[config.mk]
export PLATFORM = sky130hd
export DESIGN_NAME = websocket_frame_deframer
export DESIGN_NICKNAME = d
export VERILOG_FILES = /design/src/hw/rtl/wsd_pkg.sv /design/src/hw/rtl/wsd_front.sv /design/src/hw/rtl/wsd_queue.sv /design/src/hw/rtl/wsd_back.sv /design/src/hw/rtl/websocket_frame_deframer.sv
export SDC_FILE = /design/constraint.sdc
export NUM_CORES = 1
export LEC_CHECK = 0
export BUFFER_PORTS_ARGS = -buffer_cell sky130_fd_sc_hd__buf_2
export CAP_MARGIN = 20
export CORE_UTILIZATION = 55
export DETAILED_ROUTE_END_ITERATION = 10
export GPL_TIMING_DRIVEN = 0
export PLACE_DENSITY = 0.76
export SLEW_MARGIN = 40
export SYNTH_ARGS = -nofsm -noshare
export SYNTH_HDL_FRONTEND = slang
export SYNTH_SLANG_ARGS = --single-unit
[constraint.sdc]
create_clock -name clk_i -period 6.3 [get_ports clk_i]
set_input_delay 1.26 -clock clk_i [delete_from_list [all_inputs] [get_ports clk_i]]
set_output_delay 1.26 -clock clk_i [all_outputs]
set_load 0.03 [all_outputs]
[src/hw/rtl/wsd_pkg.sv]
package wsd_pkg;

  // Default depth of the queue between the parser and the result stage.
  localparam int unsigned QueueDepth = 2;

  // Seven-bit length codes that announce an extended length field.
  localparam logic [6:0] Len16Code = 7'd126;
  localparam logic [6:0] Len64Code = 7'd127;

  typedef enum logic [2:0] {
    PhByte0 = 3'd0,
    PhByte1 = 3'd1,
    PhLen16 = 3'd2,
    PhLen64 = 3'd3,
    PhKey   = 3'd4,
    PhData  = 3'd5
  } phase_e;

  // One classified item handed from the parser to the result stage.
  typedef struct packed {
    logic        is_header;
    logic [7:0]  data;
    logic [7:0]  key;
    logic        fin;
    logic [3:0]  opcode;
    logic        masked;
    logic [63:0] length;
    logic        eof;
  } cmd_t;

endpackage

[src/hw/rtl/wsd_front.sv]
module wsd_front import wsd_pkg::*; (
  input  logic       clk_i,
  input  logic       rst_ni,
  input  logic       in_valid_i,
  output logic       in_ready_o,
  input  logic [7:0] rx_byte_i,
  input  logic       q_full_i,
  output logic       push_o,
  output cmd_t       cmd_o
);

  phase_e            state_q, state_d;
  logic [2:0]        cnt_q, cnt_d;
  logic              fin_q, fin_d;
  logic [3:0]        op_q, op_d;
  logic              masked_q, masked_d;
  logic [63:0]       len_q, len_d;
  logic [3:0][7:0]   key_q, key_d;
  logic [63:0]       rem_q, rem_d;
  logic [1:0]        kidx_q, kidx_d;

  logic        take;
  logic [6:0]  sz;
  logic [63:0] len_shift;
  logic [63:0] len_val;
  logic        masked_now;
  logic        len_done;
  logic        hdr_done;
  logic        hdr_empty;
  logic        data_last;

  assign in_ready_o = ~q_full_i;
  assign take       = in_valid_i & in_ready_o;
  assign sz         = rx_byte_i[6:0];
  assign len_shift  = {len_q[55:0], rx_byte_i};
  assign data_last  = (rem_q == 64'd1);

  // Classify the current byte: does it end the length field or the header?
  always_comb begin
    len_done   = 1'b0;
    hdr_done   = 1'b0;
    len_val    = len_q;
    masked_now = masked_q;
    unique case (state_q)
      PhByte1: begin
        masked_now = rx_byte_i[7];
        if (sz == Len16Code || sz == Len64Code) begin
          len_val = '0;
        end else begin
          len_val  = 64'(sz);
          len_done = 1'b1;
        end
      end
      PhLen16: begin
        len_val  = len_shift;
        len_done = (cnt_q >= 3'd1);
      end
      PhLen64: begin
        len_val  = len_shift;
        len_done = (cnt_q >= 3'd7);
      end
      PhKey: begin
        hdr_done = (cnt_q >= 3'd3);
      end
      default: ;
    endcase
    if (len_done && !masked_now) begin
      hdr_done = 1'b1;
    end
    hdr_empty = (len_val == 64'd0);
  end

  // Next state.
  always_comb begin
    state_d = state_q;
    if (take) begin
      unique case (state_q)
        PhByte1, PhLen16, PhLen64, PhKey: begin
          if (hdr_done) begin
            state_d = hdr_empty ? PhByte0 : PhData;
          end else if (len_done) begin
            state_d = PhKey;
          end else if (state_q == PhByte1) begin
            state_d = (sz == Len16Code) ? PhLen16 : PhLen64;
          end
        end
        PhData: begin
          if (data_last) begin
            state_d = PhByte0;
          end
        end
        default: begin
          state_d = PhByte1;
        end
      endcase
    end
  end

  // Header fields, counters and the item pushed to the queue.
  always_comb begin
    cnt_d    = cnt_q;
    fin_d    = fin_q;
    op_d     = op_q;
    masked_d = masked_q;
    len_d    = len_q;
    key_d    = key_q;
    rem_d    = rem_q;
    kidx_d   = kidx_q;
    if (take) begin
      unique case (state_q)
        PhByte1: begin
          masked_d = rx_byte_i[7];
          cnt_d    = 3'd0;
          len_d    = len_val;
        end
        PhLen16, PhLen64: begin
          len_d = len_shift;
          cnt_d = len_done ? 3'd0 : cnt_q + 3'd1;
        end
        PhKey: begin
          key_d = {key_q[2:0], rx_byte_i};
          cnt_d = hdr_done ? 3'd0 : cnt_q + 3'd1;
        end
        PhData: begin
          rem_d  = rem_q - 64'd1;
          kidx_d = kidx_q + 2'd1;
        end
        default: begin
          fin_d = rx_byte_i[7];
          op_d  = rx_byte_i[3:0];
          cnt_d = 3'd0;
        end
      endcase
      if (len_done && masked_now) begin
        key_d = '0;
        cnt_d = 3'd0;
      end
      if (hdr_done) begin
        rem_d  = len_val;
        kidx_d = 2'd0;
        cnt_d  = 3'd0;
      end
    end

    push_o          = take && (hdr_done || state_q == PhData);
    cmd_o.is_header = hdr_done;
    cmd_o.data      = (state_q == PhData) ? rx_byte_i : 8'd0;
    cmd_o.key       = (state_q == PhData && masked_q) ? key_q[2'd3 - kidx_q] : 8'd0;
    cmd_o.fin       = fin_q;
    cmd_o.opcode    = op_q;
    cmd_o.masked    = masked_now;
    cmd_o.length    = hdr_done ? len_val : len_q;
    cmd_o.eof       = hdr_done ? hdr_empty : data_last;
  end

  always_ff @(posedge clk_i or negedge rst_ni) begin
    if (!rst_ni) begin
      state_q <= PhByte0;
      cnt_q   <= 3'd0;
      rem_q   <= 64'd0;
      kidx_q  <= 2'd0;
    end else begin
      state_q <= state_d;
      cnt_q   <= cnt_d;
      rem_q   <= rem_d;
      kidx_q  <= kidx_d;
    end
  end

  always_ff @(posedge clk_i) begin
    fin_q    <= fin_d;
    op_q     <= op_d;
    masked_q <= masked_d;
    len_q    <= len_d;
    key_q    <= key_d;
  end

`ifndef SYNTHESIS
  a_data_has_bytes_left: assert property (@(posedge clk_i) disable iff (!rst_ni)
    (state_q == PhData) |-> (rem_q != 64'd0))
    else $error("payload phase entered with no bytes left");
  a_len16_count: assert property (@(posedge clk_i) disable iff (!rst_ni)
    (state_q == PhLen16) |-> (cnt_q <= 3'd1))
    else $error("16-bit length count overran");
`endif

endmodule

[src/hw/rtl/wsd_queue.sv]
module wsd_queue import wsd_pkg::*; #(
  parameter int unsigned Depth = QueueDepth
) (
  input  logic clk_i,
  input  logic rst_ni,
  input  logic push_i,
  input  cmd_t wr_i,
  input  logic pop_i,
  output cmd_t rd_o,
  output logic full_o,
  output logic empty_o
);

  localparam int unsigned PtrW = (Depth > 1) ? $clog2(Depth) : 1;
  localparam int unsigned CntW = $clog2(Depth + 1);
  localparam logic [PtrW-1:0] LastPtr = PtrW'(Depth - 1);
  localparam logic [CntW-1:0] FullCnt = CntW'(Depth);

  cmd_t            mem_q [Depth];
  logic [PtrW-1:0] wr_ptr_q, rd_ptr_q;
  logic [CntW-1:0] cnt_q;

  assign full_o  = (cnt_q == FullCnt);
  assign empty_o = (cnt_q == '0);
  assign rd_o    = mem_q[rd_ptr_q];

  always_ff @(posedge clk_i) begin
    if (push_i) begin
      mem_q[wr_ptr_q] <= wr_i;
    end
  end

  always_ff @(posedge clk_i or negedge rst_ni) begin
    if (!rst_ni) begin
      wr_ptr_q <= '0;
      rd_ptr_q <= '0;
      cnt_q    <= '0;
    end else begin
      if (push_i) begin
        wr_ptr_q <= (wr_ptr_q == LastPtr) ? '0 : wr_ptr_q + PtrW'(1);
      end
      if (pop_i) begin
        rd_ptr_q <= (rd_ptr_q == LastPtr) ? '0 : rd_ptr_q + PtrW'(1);
      end
      if (push_i && !pop_i) begin
        cnt_q <= cnt_q + CntW'(1);
      end else if (pop_i && !push_i) begin
        cnt_q <= cnt_q - CntW'(1);
      end
    end
  end

`ifndef SYNTHESIS
  a_no_overflow: assert property (@(posedge clk_i) disable iff (!rst_ni)
    !(push_i && full_o))
    else $error("push into a full queue");
  a_no_underflow: assert property (@(posedge clk_i) disable iff (!rst_ni)
    !(pop_i && empty_o))
    else $error("pop from an empty queue");
`endif

endmodule

[src/hw/rtl/wsd_back.sv]
module wsd_back import wsd_pkg::*; (
  input  logic        clk_i,
  input  logic        rst_ni,
  input  logic        q_empty_i,
  input  cmd_t        q_cmd_i,
  output logic        pop_o,
  output logic        out_valid_o,
  input  logic        out_ready_i,
  output logic        is_header_o,
  output logic [7:0]  payload_byte_o,
  output logic        fin_o,
  output logic [3:0]  frame_opcode_o,
  output logic        masked_o,
  output logic [63:0] payload_length_o,
  output logic [3:0]  message_opcode_o,
  output logic        end_of_frame_o
);

  logic        valid_q;
  logic [3:0]  msg_q, msg_d;
  logic        load;
  cmd_t        res_q;
  logic [7:0]  byte_q;

  assign load  = !valid_q || out_ready_i;
  assign pop_o = load && !q_empty_i;

  // A final header with a non-empty payload sets the message type.
  always_comb begin
    msg_d = msg_q;
    if (pop_o && q_cmd_i.is_header && q_cmd_i.fin && (q_cmd_i.length != 64'd0)) begin
      msg_d = q_cmd_i.opcode;
    end
  end

  always_ff @(posedge clk_i or negedge rst_ni) begin
    if (!rst_ni) begin
      valid_q <= 1'b0;
      msg_q   <= 4'd0;
    end else begin
      if (load) begin
        valid_q <= !q_empty_i;
      end
      msg_q <= msg_d;
    end
  end

  always_ff @(posedge clk_i) begin
    if (pop_o) begin
      res_q  <= q_cmd_i;
      byte_q <= q_cmd_i.data ^ q_cmd_i.key;
    end
  end

  assign out_valid_o      = valid_q;
  assign is_header_o      = res_q.is_header;
  assign payload_byte_o   = byte_q;
  assign fin_o            = res_q.fin;
  assign frame_opcode_o   = res_q.opcode;
  assign masked_o         = res_q.masked;
  assign payload_length_o = res_q.length;
  assign message_opcode_o = msg_q;
  assign end_of_frame_o   = res_q.eof;

`ifndef SYNTHESIS
  a_empty_frame_header: assert property (@(posedge clk_i) disable iff (!rst_ni)
    (valid_q && res_q.is_header && res_q.eof) |-> (res_q.length == 64'd0))
    else $error("frame end on a header of a non-empty frame");
  a_payload_nonempty: assert property (@(posedge clk_i) disable iff (!rst_ni)
    (valid_q && !res_q.is_header) |-> (res_q.length != 64'd0))
    else $error("payload byte in a zero-length frame");
`endif

endmodule

[src/hw/rtl/websocket_frame_deframer.sv]
// Receive-side WebSocket frame deframer.
// The input channel (in_valid_i, in_ready_o, rx_byte_i) takes the received byte
// stream, one byte per item. The output channel (out_valid_o, out_ready_i and
// the result fields) gives one header item when a frame header is complete and
// one item for every payload byte, unmasked with the frame key when the frame
// is masked. end_of_frame_o marks the last item of each frame; an empty frame
// marks its header item. Header bytes other than the last give no item.
// A byte that causes an item is written into the queue and then loaded into
// the output register, where it is seen on the outputs. Throughput: one byte
// per cycle while the queue is not full, set by the header parser; a small
// queue sits between the parser and the output register.
// When the receiver stalls, the output register holds its item and the queue
// fills; in_ready_o drops only while the queue is full, so no item is lost.
// Reset puts the parser at the start of a frame header, empties the queue and
// the output register, and clears the latched message type to zero.
module websocket_frame_deframer import wsd_pkg::*; #(
  parameter int unsigned QDepth = QueueDepth
) (
  input  logic        clk_i,
  input  logic        rst_ni,
  input  logic        in_valid_i,
  output logic        in_ready_o,
  input  logic [7:0]  rx_byte_i,
  output logic        out_valid_o,
  input  logic        out_ready_i,
  output logic        is_header_o,
  output logic [7:0]  payload_byte_o,
  output logic        fin_o,
  output logic [3:0]  frame_opcode_o,
  output logic        masked_o,
  output logic [63:0] payload_length_o,
  output logic [3:0]  message_opcode_o,
  output logic        end_of_frame_o
);

  // Items classified by the parser wait here until the result stage is free.
  logic push;
  logic pop;
  logic q_full;
  logic q_empty;
  cmd_t push_cmd;
  cmd_t pop_cmd;

  wsd_front u_front (
    .clk_i      (clk_i),
    .rst_ni     (rst_ni),
    .in_valid_i (in_valid_i),
    .in_ready_o (in_ready_o),
    .rx_byte_i  (rx_byte_i),
    .q_full_i   (q_full),
    .push_o     (push),
    .cmd_o      (push_cmd)
  );

  wsd_queue #(
    .Depth (QDepth)
  ) u_queue (
    .clk_i   (clk_i),
    .rst_ni  (rst_ni),
    .push_i  (push),
    .wr_i    (push_cmd),
    .pop_i   (pop),
    .rd_o    (pop_cmd),
    .full_o  (q_full),
    .empty_o (q_empty)
  );

  // The result stage applies the key byte and keeps the message type.
  wsd_back u_back (
    .clk_i            (clk_i),
    .rst_ni           (rst_ni),
    .q_empty_i        (q_empty),
    .q_cmd_i          (pop_cmd),
    .pop_o            (pop),
    .out_valid_o      (out_valid_o),
    .out_ready_i      (out_ready_i),
    .is_header_o      (is_header_o),
    .payload_byte_o   (payload_byte_o),
    .fin_o            (fin_o),
    .frame_opcode_o   (frame_opcode_o),
    .masked_o         (masked_o),
    .payload_length_o (payload_length_o),
    .message_opcode_o (message_opcode_o),
    .end_of_frame_o   (end_of_frame_o)
  );

endmodule

==> flow_summary.yaml <==
sta:
  hold-worst-slack_ns: 0.449
  finalCriticalPeriod_ns: 4.56
  finalCritPeriodShare_pct: 72.4
  setup_viol: 0
  clock_skew_ns: 0.0133
  fmax_mhz: 219
  slew_headroom_pct: 38.0
  drv_slew: 0
  worst_pin_slew_ns: 0.931
  hold_viol: 0
  setup_ws_ns: 1.74
  rsz0062_at_grt: "no"
logic_synthesis:
  syn_nets: 1591
  synthAdderAreaFrac_pct: 0.520
  yosys.area_share.simple_pct: 14.1
  ys_seq_area_share_pct: 66.4
  synthXorXnorAreaFrac_pct: 0.956
  synth.area.mux_share_pct: 5.54
  async_reset_ff_share_pct: 18.5
  synth-seq-cells: 439
  yosysWarnings: 0
  synth-edff-count: 358
  synth_cells: 1571
  ys_types: 61
  synth_area_sq_um: 19200
  synth_ff_type: "edfxtp_1"
  synth-compound-area-share_pct: 10.4
  synth_top_family_by_area: "simple AND/OR/NAND/NOR gates"
  avgSynthCellArea_sq_um: 12.3
cells_and_area:
  antennaDiodeCount: 0
  final_common_cell: "edfxtp_1"
  multi_input_area_sq_um: 6090
  final_cell_mix: "358 x edfxtp_1, 227 x nor2_1, 147 x nand2_1"
  n_fill_cell: 2527
  area_delta_synth_final_pct: 15.7
  final_core_util_pct: 64.6
  fin_cells: 2221
  seqCellArea_sq_um: 12800
  drive_above_1_share_pct: 16.4
  nets: 1749
route:
  wl_per_cell_microns: 25.2
  drt_iter0_drc: 1624
  drt-total-wl_mm: 55.9
  vias_per_cell: 6.24
  drc: 0
  postRouteAntennaNets: 0
  dr.pass1.iters: 6
  vias: 13900
setup_path:
  cp_max_fo: 20
  critPathMostFrequentCell: "buf_8"
  crit_chain: "buf_2 -> nand4_1 -> nor2_1 -> o22ai_1 -> a21oi_1 -> inv_1 -> o21ai_1 -> clkbuf_1 -> buf_1 -> nor2_4 -> buf_16 -> buf_8 -> buf_8"
  critPathMaxStageDelay_ns: 0.68
  end_kind: "flop"
  startpoint_type: "input port"
  crit_type: "input port to flop"
  cp-startpoint: "rx_byte_i[2]"
  critical_path_required_ns: 6.61
  arrival_ns: 4.87
  cpMaxStageDelayCell: "buf_1"
  r2r_start: "u_front.cnt_q[0]$_DFFE_PN0P_"
place:
  io_buffers: 97
  place_ws_ns: 1.31
  dp.cells: 2136
  place.gp.congestion: 0.957
  hpwl_mm: 39.4
floorplan:
  rows: 68
  core_area_sq_um: 34500
  num_io_pins: 98
  initial_core_util_pct: 55.9
  dieHeight_microns: 189
  dieArea_sq_um: 35700
  die-width_microns: 189
hold_path:
  hp-class: "flop to flop"
  hold_path.startpoint: "u_front.op_q[2]$_DFFE_PP_"
grt:
  grtUsageTotal_pct: 31.8
  grt_overflow_total: 0
  antenna_found_initial: 1
  grt_pass1_wl_mm: 83.6
  grt_max_degree: 66
  grt_pass1_vias: 13400
power_and_ir_drop:
  finalPower_uw: 13500
  irDropWorstVdd_uv: 449
  p_leak_uw: 0.00784
  power_density_nw_per_um2: 605
cts:
  htreeDepth: 2
  postCtsSetupBuffers: 0
  cts-root-buf: "clkbuf_16"
  ctsHoldBuffers: 0
  cts_tree: "built"
  numCtsBuffers: 46
  clockBufferDepth: 3
  ctsResizeCount: 0
  clk_latency_ns: 0.57
  path_clk_slew_ns: 0.06
  cts.sinks: 439
job:
  maxCapViolCount: 0
run_status:
  status: "finished, final reports clean"
-- cell families after synthesis --
group | count (synthesis)
XOR/XNOR | 21
AO/OA/AOI/OAI | 322
multiplexers | 87
AND/OR/NAND/NOR | 583
adder cells (fa/ha/maj) | 8
flip-flops | 439
buffers and inverters | 111
-- final timing paths --
check	end	slack, ns	cells past startpoint
worst max-delay path	u_queue.mem_q[0][85]$_DFFE_PP_	1.74	13
worst min-delay path	u_queue.mem_q[0][68]$_DFFE_PP_	0.45	0
worst max register to register	u_queue.mem_q[0][85]$_DFFE_PP_	1.79	13
worst min register to register	u_queue.mem_q[0][68]$_DFFE_PP_	0.45	0
max in group asynchronous	u_back.out_valid_o$_DFFE_PN0P_	5.08	2
min in group asynchronous	u_front.rem_q[49]$_DFFE_PN0P_	0.62	1
-- synthesized netlist by cell type, drive strengths merged (21+ instances only) --
cell type    n  area, sq um
edfxtp     358        10800
nor2       230          863
nand2      147          552
o21ai      129          649
dfrtp       81         2030
mux2        76          856
clkbuf      63          236
a21oi       62          310
nor3        39          205
nor4        37          238
nor2b       33          206
inv         27          101
a31oi       25          171
o22a        24          210
buf         21         80.1
-- routing by layer --
layer | GRT usage, % | vias up | share of wire, % | wire (microns)
met5 | 0 | - | 0 | 0
met3 | 8.34 | 126 | 11 | 6150
met4 | 9.93 | 0 | 3.0 | 1660
met2 | 49.1 | 793 | 45 | 25300
met1 | 44.4 | 6797 | 41 | 22700
li1 | - | 6147 | - | -
-- stage by stage --
step	TNS, ns	area, sq um
after CTS	0	22300
after global placement	-220.52	20300
after global routing	0	22300
final	0	22300
after floorplan	0	19200
after detailed placement	0	20600
-- registers in the layout, indices dropped and copies added, names as in the netlist, 3 cells and up --
signal	flops
u_back.message_opcode_o	4
u_back.payload_length_o	64
u_front.key_q	32
u_back.payload_byte_o	8
u_front.cnt_q	3
u_front.len_q	64
u_front.state_q	3
u_front.rem_q	64
u_back.frame_opcode_o	4
u_front.op_q	4
u_queue.mem_q	176
-- critical path: cells and delay by family --
kind	cells	cell delay, ns
simple gates	3	0.51
buf+inv	7	2.12
compound gates	3	0.93
-- final cells by class --
| cell class | count | share of cell area, % |
|---|---|---|
| clock buffer | 57 | 5.49 |
| clock inverter | 28 | 1.77 |
| multi-input combinational | 1021 | 27.3 |
| buffer | 84 | 1.43 |
| timing repair buffer | 110 | 3.52 |
| tap | 455 | 2.56 |
| sequential | 439 | 57.4 |
| inverter | 27 | 0.478 |
-- where the power goes --
group | switching, uW | total, uW | leakage, uW | internal [uW]
clock network | 1140 | 2890 | 0.000784 | 1760
registers | 615 | 5260 | 0.00434 | 4640
logic | 3770 | 5310 | 0.00271 | 1550
total | 5520 | 13500 | 0.00784 | 7950
Power figures use the tool's default switching activity.
